`src/hw/rtl/dtsp_pkg.sv`:
```
`timescale 1ns / 1ps

package dtsp_pkg;

   // Parser phases
   typedef enum logic [2:0] {
      PH_IDLE   = 3'd0,
      PH_SIGNED = 3'd1,
      PH_INT    = 3'd2,
      PH_FRAC   = 3'd3,
      PH_M1     = 3'd4,
      PH_M2     = 3'd5
   } phase_type;

   // Exponent classes
   typedef enum logic [1:0] {
      CLS_FRAC8 = 2'd0,
      CLS_FRAC4 = 2'd1,
      CLS_INT   = 2'd2,
      CLS_DROP4 = 2'd3
   } class_type;

   localparam int MANT_W  = 30;
   localparam int SCALE_W = 14;
   localparam int CNT_W   = 4;

   localparam logic [7:0] CH_ZERO  = 8'h30;
   localparam logic [7:0] CH_NINE  = 8'h39;
   localparam logic [7:0] CH_PLUS  = 8'h2b;
   localparam logic [7:0] CH_MINUS = 8'h2d;
   localparam logic [7:0] CH_DOT   = 8'h2e;
   localparam logic [7:0] CH_M     = 8'h6d;
   localparam logic [7:0] CH_K     = 8'h6b;
   localparam logic [7:0] CH_T     = 8'h74;

   localparam logic [3:0] DIGIT_HALF = 4'd5;

   // Zero padding scale for short fractions: 10^n, n in 0..4
   function automatic logic [SCALE_W-1:0] pow_ten(input logic [2:0] n);
      logic [SCALE_W-1:0] r;
      case (n)
         3'd0: r = 14'd1;
         3'd1: r = 14'd10;
         3'd2: r = 14'd100;
         3'd3: r = 14'd1000;
         3'd4: r = 14'd10000;
         default: r = 14'd1;
      endcase
      return r;
   endfunction

   function automatic logic [MANT_W-1:0] mul10(input logic [MANT_W-1:0] x);
      return (x << 3) + (x << 1);
   endfunction

endpackage

```
`src/hw/rtl/decimal_text_to_scaled_price_top.sv`:
```
`timescale 1ns / 1ps
// The result of the ending byte passes stage A, stage B and the output register on its way to rsp.
// Throughput: one byte per cycle while rsp does not back-pressure; the parser state
//   updates on the accepted beat and the finish work runs in a 3-deep registered
//   pipeline (select, scale multiply, round and negate), so back-to-back numbers stream at full rate.
// Reset: synchronous, active high; clears parser state, pipeline valids and
//   integer_only.

module decimal_text_to_scaled_price_top (
   input  logic        clock,
   input  logic        reset,
   // configuration: integer_only
   input  logic        csr_wen,
   input  logic        csr_wdata,
   // input bytes
   input  logic        req_tvalid,
   output logic        req_tready,
   input  logic [7:0]  req_tdata,   // [7:0] char_byte
   // results
   output logic        rsp_tvalid,
   input  logic        rsp_tready,
   output logic [39:0] rsp_tdata,   // [1:0] exponent_class, [31:2] mantissa,
                                    // [33:32] trailing_bytes, [39:34] zero
   output logic        rsp_tuser    // [0] is_market
);

   localparam int MW = dtsp_pkg::MANT_W;
   localparam int SW = dtsp_pkg::SCALE_W;
   localparam int CW = dtsp_pkg::CNT_W;

   // ---------------------------------------------------------------------
   // Configuration register
   // ---------------------------------------------------------------------
   logic io_ff;

   always_ff @(posedge clock) begin
      if (reset) begin
         io_ff <= 1'b0;
      end else if (csr_wen) begin
         io_ff <= csr_wdata;
      end
   end

   // ---------------------------------------------------------------------
   // Parser state
   // ---------------------------------------------------------------------
   dtsp_pkg::phase_type phase_ff, phase_in;
   logic          neg_ff, neg_in;
   logic [CW-1:0] icnt_ff, icnt_in;      // integral digits, saturating
   logic [CW-1:0] fcnt_ff, fcnt_in;      // fraction digits, saturating
   logic [3:0]    first_ff, first_in;    // leading integral digit
   logic [MW-1:0] acc4_ff, acc4_in;      // integral + 4 fraction digits
   logic [MW-1:0] acc8_ff, acc8_in;      // lead digit + 8 fraction digits
   logic          rnd4_ff, rnd4_in;
   logic          rnd8_ff, rnd8_in;
   logic [MW-1:0] aint_ff, aint_in;      // all integral digits
   logic [MW-1:0] adrop_ff, adrop_in;    // integral digits less the last 4
   logic [15:0]   pend_ff, pend_in;      // last 4 integral digits

   // pipeline stage A: class chosen, operands for the scale multiply
   logic          a_v_ff, b_v_ff;
   logic [1:0]    a_cls_ff, b_cls_ff;
   logic [MW-1:0] a_val_ff;
   logic [SW-1:0] a_mul_ff;
   logic          a_rnd_ff, a_neg_ff, a_mkt_ff;
   logic [1:0]    a_trail_ff;
   // stage B: scaled value
   logic [MW-1:0] b_prod_ff;
   logic          b_rnd_ff, b_neg_ff, b_mkt_ff;
   logic [1:0]    b_trail_ff;
   // output register
   logic          o_v_ff;
   logic [1:0]    o_cls_ff;
   logic [MW-1:0] o_mant_ff;
   logic          o_mkt_ff;
   logic [1:0]    o_trail_ff;

   // Stall-all-behind pipeline: a stage moves when the one after it has room.
   logic o_free, b_free, a_free, accept;
   assign o_free     = !o_v_ff || rsp_tready;
   assign b_free     = !b_v_ff || o_free;
   assign a_free     = !a_v_ff || b_free;
   assign req_tready = a_free;
   assign accept     = req_tvalid && a_free;

   // ---------------------------------------------------------------------
   // Byte decode and next state
   // ---------------------------------------------------------------------
   logic          is_dig;
   logic [3:0]    dig;
   logic          fin, fin_mkt;
   logic [1:0]    fin_trail;

   assign is_dig = (req_tdata >= dtsp_pkg::CH_ZERO) && (req_tdata <= dtsp_pkg::CH_NINE);
   assign dig    = req_tdata[3:0];

   always_comb begin
      phase_in  = phase_ff;
      neg_in    = neg_ff;
      icnt_in   = icnt_ff;
      fcnt_in   = fcnt_ff;
      first_in  = first_ff;
      acc4_in   = acc4_ff;
      acc8_in   = acc8_ff;
      rnd4_in   = rnd4_ff;
      rnd8_in   = rnd8_ff;
      aint_in   = aint_ff;
      adrop_in  = adrop_ff;
      pend_in   = pend_ff;
      fin       = 1'b0;
      fin_mkt   = 1'b0;
      fin_trail = 2'd1;

      case (phase_ff)
         dtsp_pkg::PH_INT: begin
            if (is_dig) begin
               phase_in = dtsp_pkg::PH_INT;
            end else if (!io_ff && req_tdata == dtsp_pkg::CH_DOT) begin
               phase_in = dtsp_pkg::PH_FRAC;
            end else begin
               fin = 1'b1;
            end
         end
         dtsp_pkg::PH_FRAC: begin
            if (!is_dig) begin
               fin = 1'b1;
            end
         end
         dtsp_pkg::PH_M1: begin
            if (req_tdata == dtsp_pkg::CH_K) begin
               phase_in = dtsp_pkg::PH_M2;
            end else begin
               fin       = 1'b1;
               fin_trail = 2'd2;
            end
         end
         dtsp_pkg::PH_M2: begin
            fin = 1'b1;
            if (req_tdata == dtsp_pkg::CH_T) begin
               fin_mkt   = 1'b1;
               fin_trail = 2'd0;
            end else begin
               fin_trail = 2'd3;
            end
         end
         default: begin
            // idle or signed
            if (is_dig) begin
               phase_in = dtsp_pkg::PH_INT;
            end else if (phase_ff != dtsp_pkg::PH_SIGNED &&
                         (req_tdata == dtsp_pkg::CH_PLUS ||
                          req_tdata == dtsp_pkg::CH_MINUS)) begin
               phase_in = dtsp_pkg::PH_SIGNED;
               neg_in   = (req_tdata == dtsp_pkg::CH_MINUS);
            end else if (!io_ff && req_tdata == dtsp_pkg::CH_DOT) begin
               phase_in = dtsp_pkg::PH_FRAC;
            end else if (!io_ff && req_tdata == dtsp_pkg::CH_M) begin
               phase_in = dtsp_pkg::PH_M1;
            end else begin
               fin = 1'b1;
            end
         end
      endcase

      // Integral digit: idle, signed or integral phase
      if (is_dig && phase_ff != dtsp_pkg::PH_FRAC && phase_ff != dtsp_pkg::PH_M1 &&
          phase_ff != dtsp_pkg::PH_M2) begin
         if (icnt_ff == '0) begin
            first_in = dig;
            acc8_in  = {{(MW-4){1'b0}}, dig};
         end
         aint_in = dtsp_pkg::mul10(aint_ff) + {{(MW-4){1'b0}}, dig};
         if (icnt_ff >= 4'd4) begin
            adrop_in = dtsp_pkg::mul10(adrop_ff) + {{(MW-4){1'b0}}, pend_ff[15:12]};
         end
         pend_in = {pend_ff[11:0], dig};
         acc4_in = dtsp_pkg::mul10(acc4_ff) + {{(MW-4){1'b0}}, dig};
         if (icnt_ff != 4'd15) begin
            icnt_in = icnt_ff + 4'd1;
         end
      end

      // Fraction digit
      if (is_dig && phase_ff == dtsp_pkg::PH_FRAC) begin
         if (fcnt_ff < 4'd4) begin
            acc4_in = dtsp_pkg::mul10(acc4_ff) + {{(MW-4){1'b0}}, dig};
         end else if (fcnt_ff == 4'd4) begin
            rnd4_in = (dig >= dtsp_pkg::DIGIT_HALF);
         end
         if (fcnt_ff < 4'd8) begin
            acc8_in = dtsp_pkg::mul10(acc8_ff) + {{(MW-4){1'b0}}, dig};
         end else if (fcnt_ff == 4'd8) begin
            rnd8_in = (dig >= dtsp_pkg::DIGIT_HALF);
         end
         if (fcnt_ff != 4'd15) begin
            fcnt_in = fcnt_ff + 4'd1;
         end
      end

      // A result clears the whole number
      if (fin) begin
         phase_in = dtsp_pkg::PH_IDLE;
         neg_in   = 1'b0;
         icnt_in  = '0;
         fcnt_in  = '0;
         first_in = '0;
         acc4_in  = '0;
         acc8_in  = '0;
         rnd4_in  = 1'b0;
         rnd8_in  = 1'b0;
         aint_in  = '0;
         adrop_in = '0;
         pend_in  = '0;
      end
   end

   always_ff @(posedge clock) begin
      if (reset) begin
         phase_ff <= dtsp_pkg::PH_IDLE;
         neg_ff   <= 1'b0;
         icnt_ff  <= '0;
         fcnt_ff  <= '0;
         first_ff <= '0;
         acc4_ff  <= '0;
         acc8_ff  <= '0;
         rnd4_ff  <= 1'b0;
         rnd8_ff  <= 1'b0;
         aint_ff  <= '0;
         adrop_ff <= '0;
         pend_ff  <= '0;
      end else if (accept) begin
         phase_ff <= phase_in;
         neg_ff   <= neg_in;
         icnt_ff  <= icnt_in;
         fcnt_ff  <= fcnt_in;
         first_ff <= first_in;
         acc4_ff  <= acc4_in;
         acc8_ff  <= acc8_in;
         rnd4_ff  <= rnd4_in;
         rnd8_ff  <= rnd8_in;
         aint_ff  <= aint_in;
         adrop_ff <= adrop_in;
         pend_ff  <= pend_in;
      end
   end

   // ---------------------------------------------------------------------
   // Class choice on the state as it stands before the ending byte
   // ---------------------------------------------------------------------
   logic [3:0]    lead;
   logic [1:0]    sel_cls;
   logic [MW-1:0] sel_val;
   logic [SW-1:0] sel_mul;
   logic          sel_rnd;
   logic [2:0]    pad8, pad4;

   // zero padding counts, only used while fcnt is 4..7 or 0..3 respectively
   assign lead = (icnt_ff == '0) ? 4'd0 : first_ff;
   assign pad8 = 3'd0 - fcnt_ff[2:0];
   assign pad4 = 3'd4 - fcnt_ff[2:0];

   always_comb begin
      sel_cls = dtsp_pkg::CLS_INT;
      sel_val = aint_ff;
      sel_mul = dtsp_pkg::pow_ten(3'd0);
      sel_rnd = 1'b0;
      if (io_ff) begin
         sel_cls = dtsp_pkg::CLS_INT;
         sel_val = aint_ff;
      end else if (fcnt_ff >= 4'd4 && icnt_ff <= 4'd1 && lead < dtsp_pkg::DIGIT_HALF) begin
         sel_cls = dtsp_pkg::CLS_FRAC8;
         sel_val = acc8_ff;
         if (fcnt_ff < 4'd8) begin
            sel_mul = dtsp_pkg::pow_ten(pad8);
         end
         sel_rnd = rnd8_ff;
      end else if (icnt_ff < 4'd5 ||
                   (icnt_ff == 4'd5 && lead < dtsp_pkg::DIGIT_HALF)) begin
         sel_cls = dtsp_pkg::CLS_FRAC4;
         sel_val = acc4_ff;
         if (fcnt_ff < 4'd4) begin
            sel_mul = dtsp_pkg::pow_ten(pad4);
         end
         sel_rnd = rnd4_ff;
      end else if (icnt_ff >= 4'd8) begin
         sel_cls = dtsp_pkg::CLS_DROP4;
         sel_val = adrop_ff;
      end
   end

   // ---------------------------------------------------------------------
   // Finish pipeline
   // ---------------------------------------------------------------------
   logic [MW-1:0] prod;
   logic [MW-1:0] rounded;

   // mantissa wraps, so only the low bits of the product are kept
   assign prod    = MW'(a_val_ff * a_mul_ff);
   assign rounded = b_prod_ff + {{(MW-1){1'b0}}, b_rnd_ff};

   always_ff @(posedge clock) begin
      if (reset) begin
         a_v_ff <= 1'b0;
         b_v_ff <= 1'b0;
         o_v_ff <= 1'b0;
      end else begin
         if (a_free) begin
            a_v_ff <= accept && fin;
         end
         if (b_free) begin
            b_v_ff <= a_v_ff;
         end
         if (o_free) begin
            o_v_ff <= b_v_ff;
         end
      end
   end

   // stage A payload: market beats carry zero value and class
   always_ff @(posedge clock) begin
      if (a_free) begin
         a_cls_ff   <= fin_mkt ? dtsp_pkg::CLS_FRAC8 : sel_cls;
         a_val_ff   <= fin_mkt ? '0 : sel_val;
         a_mul_ff   <= sel_mul;
         a_rnd_ff   <= fin_mkt ? 1'b0 : sel_rnd;
         a_neg_ff   <= neg_ff && !fin_mkt;
         a_mkt_ff   <= fin_mkt;
         a_trail_ff <= fin_trail;
      end
      if (b_free) begin
         b_cls_ff   <= a_cls_ff;
         b_prod_ff  <= prod;
         b_rnd_ff   <= a_rnd_ff;
         b_neg_ff   <= a_neg_ff;
         b_mkt_ff   <= a_mkt_ff;
         b_trail_ff <= a_trail_ff;
      end
      if (o_free) begin
         o_cls_ff   <= b_cls_ff;
         o_mant_ff  <= b_neg_ff ? (~rounded + {{(MW-1){1'b0}}, 1'b1}) : rounded;
         o_mkt_ff   <= b_mkt_ff;
         o_trail_ff <= b_trail_ff;
      end
   end

   assign rsp_tvalid = o_v_ff;
   assign rsp_tdata  = {6'd0, o_trail_ff, o_mant_ff, o_cls_ff};
   assign rsp_tuser  = o_mkt_ff;

endmodule

```
`config.mk`:
```
export PLATFORM = sky130hd
export DESIGN_NAME = decimal_text_to_scaled_price_top
export DESIGN_NICKNAME = d
export VERILOG_FILES = /design/src/hw/rtl/dtsp_pkg.sv /design/src/hw/rtl/decimal_text_to_scaled_price_top.sv
export SDC_FILE = /design/constraint.sdc
export NUM_CORES = 2
export LEC_CHECK = 0
export BUFFER_PORTS_ARGS = -buffer_cell sky130_fd_sc_hd__buf_2
export CAP_MARGIN = 0
export CORE_MARGIN = 2
export CORE_UTILIZATION = 45
export DETAILED_ROUTE_END_ITERATION = 10
export PLACE_DENSITY = 0.66
export SYNTH_ARGS = -nofsm -noshare
export SYNTH_HDL_FRONTEND = slang
export SYNTH_SLANG_ARGS = --single-unit
```
`constraint.sdc`:
```
create_clock -name clock -period 7.5 [get_ports clock]
set_clock_uncertainty 0.1 [all_clocks]
set_input_delay 0.375 -clock clock [delete_from_list [all_inputs] [get_ports clock]]
set_output_delay 0.375 -clock clock [all_outputs]
set_load 0.005 [all_outputs]
```
==> reports/qor.txt <==
initial antenna violation count: 0
crit end category: register
largest family of logic cells by synthesized area: adder cells
number of global-route vias before repair: 21540
Net count, final: 3695
critical path required time: 7.72 ns
Synth Area in Simple Gates: 17.56%
normalized max-slew margin: 25.39%
CP Max Fanout: 27
syn avg cell area: 8.683 um2
Pwr Total: 3554 uW
# hold bufs at CTS: 2
post-cts repair resize count: 0
Total GRT Usage: 22.34%
Routed Antenna Nets: 0
Main synth FF type: dfxtp_1
DIE HEIGHT: 251.3 um
clk sinks: 274
clock root cell: clkbuf_16
first-pass GRT wire length: 114800 um
EDFF count, synth: 117
GRT met3 Usage: 2.268%
FF+latch count, synth: 274
H-tree levels: 2
final WL: 69230 um
Worst setup SP type: register
Final period util: 92.75%
register area: 6658 um2
Slew @ Worst Pin: 1.119 ns
GRT overflow: 0
FF-to-FF path depth: 21
drt initial violations: 1554
Setup CP Type: register to register
die area: 63140 um2
GR peak layer: met2
fill cell count: 5786
area share of fa/ha/maj cells after synthesis: 29.47%
DRC viols: 0
post-route insts no fill: 3969
hold slack: 0.09247 ns
core area: 60360 um2
status: completed
standard-cell rows: 90
Commonest cells post-synth: nand2_1, inv_1, ha_1
worst-skew pair later-pin latency: 0.56 ns
Critical Path AT: 7.17 ns
final max-slew violation count: 0
grt met2 use: 35.63%
die width: 251.3 um
setup TNS: 0 ns
total CTS buffers: 35
Max Freq: 143.8 MHz
Tmin final: 6.956 ns
Syn Inst Count: 3169
Syn. warnings: 0
Area contributors post-synth: fa_1, ha_1, edfxtp_1
WL/cell: 17.44 um
Tightest Hold Check Type: input port to register
Hold Path Stages: 4
Post-Syn Area: 27520 um2
Post-Place Worst Slack: 0.5448 ns
area of the multi-input gates: 19150 um2
Synth area leader: fa_1
Final GP Congestion: 0.9384
Global Route met1 Usage: 32.48%
Compound-Gate Fraction of Synth Area: 15.67%
Setup WS post-layout: 0.5438 ns
post-CTS setup buffers: 0
mux contribution to synthesized area: 0.4820%
RSZ-0062 raised after global routing: no
clock slew at reported path FFs: 0.07 ns
largest net degree at the start of global routing: 73
via count: 22240
Synth top area share: 15.28%
DR vias/cell: 5.603
max cap viols: 0
layout cells sized above 1: 5.493%
setup violators final: 0
Clock Path Buffers: 3
P per Cell Area: 119.5 nW/um2
VDD IR max: 0.1398 mV
TritonCTS clock tree: yes
synthesis-to-finish area growth: 8.071%
Buffers on Ports: 50
drt first pass iters: 6
Post-Synth XOR/XNOR Area: 6.270%
Seq/Total Area, Yosys: 24.19%
top-count cell post-synth: nand2_1
leakage: 0.01417 uW
Fin. Hold Viols: 0
# IOs: 57
Initial Util: 45.59%
Synth async-reset ratio: 0%
placed cells: 3902
synth unique cells: 86
Final HPWL DP: 53330 um
==> metrics by stage <==
step	utilization, %	instance area (um2)
global placement	47.18	28480
CTS	49.26	29730
floorplan	-	27540
detailed placement	47.18	28480
finish	49.27	29740
global route	49.26	29730
==> cell families (layout without fill, tap and decap cells) <==
| family | count (synthesis) | count (layout) |
|---|---|---|
| other | 1 | 7 |
| adder cells (fa/ha/maj) | 522 | 522 |
| XOR/XNOR | 197 | 197 |
| AND/OR/NAND/NOR | 1021 | 1021 |
| flip-flops | 274 | 274 |
| multiplexers | 13 | 13 |
| AO/OA/AOI/OAI | 686 | 686 |
| buffers and inverters | 455 | 467 |
==> registers in the layout, indices dropped and copies added (netlist names), 8 cells and up <==
| signal | count |
|---|---|
| a_val_ff | 30 |
| acc4_ff | 30 |
| acc8_ff | 30 |
| adrop_ff | 30 |
| aint_ff | 30 |
| b_prod_ff | 30 |
| o_mant_ff | 30 |
| pend_ff | 15 |
| a_mul_ff | 8 |
==> power by group <==
| group | internal [uW] | total [uW] | leakage, uW | switching [uW] |
|---|---|---|---|---|
| combinational | 42.5 | 154 | 0.0109 | 112 |
| sequential | 1560 | 1570 | 0.00267 | 12.0 |
| clock | 1120 | 1830 | 0.000602 | 702 |
| total | 2730 | 3550 | 0.0142 | 826 |
==> final timing paths <==
path	start	end	slack (ns)
max	a_mul_ff[10]	b_prod_ff[28]	0.54
min reg2reg	a_mkt_ff	b_mkt_ff	0.32
max reg2reg	a_mul_ff[10]	b_prod_ff[28]	0.54
min	rsp_tready	rsp_tvalid	0.09
==> layer usage <==
layer,share of wire (%),routed length [um]
met1,48,33150
met2,45,31040
met3,5.1,3537
met4,2.2,1510
met5,0,0
==> worst max-delay path, cell delays in order, from the launching register on <==
cell and delay [ns]:
edfxtp_1 0.84, and2_1 0.37, fa_1 0.46, inv_1 0.09, fa_1 0.41, inv_1 0.08
fa_1 0.44, fa_1 0.50, fa_1 0.48, inv_1 0.04, fa_1 0.47, inv_1 0.04
ha_1 0.35, a21oi_1 0.16, o21ai_0 0.17, a2111oi_2 0.36, nor3_1 0.16, a221o_1 0.45
a2111oi_2 0.37, o21bai_1 0.11, a21oi_1 0.18, xnor2_1 0.08
==> layout by cell type, fill, tap and decap left out, drive strengths merged, types with 53 or more instances in the layout <==
cell type / count
nand2: 342
inv: 322
ha: 312
a21oi: 249
nor2: 248
fa: 210
dfxtp: 157
o21ai: 133
xnor2: 123
edfxtp: 117
nand3: 106
and2: 91
buf: 81
xor2: 74
nor3: 54
a22oi: 53
a21o: 53
==> area by class of cell <==
cell class,instances,area share (%)
Tap cell,782,3.290
Clock inverter,19,0.9214
Timing Repair Buffer,83,1.700
Sequential cell,274,22.39
Inverter,320,4.039
Clock buffer,45,3.244
Multi-Input combinational cell,2445,64.41
Antenna cell,1,0.008415
Power figures use the tool's default switching activity.
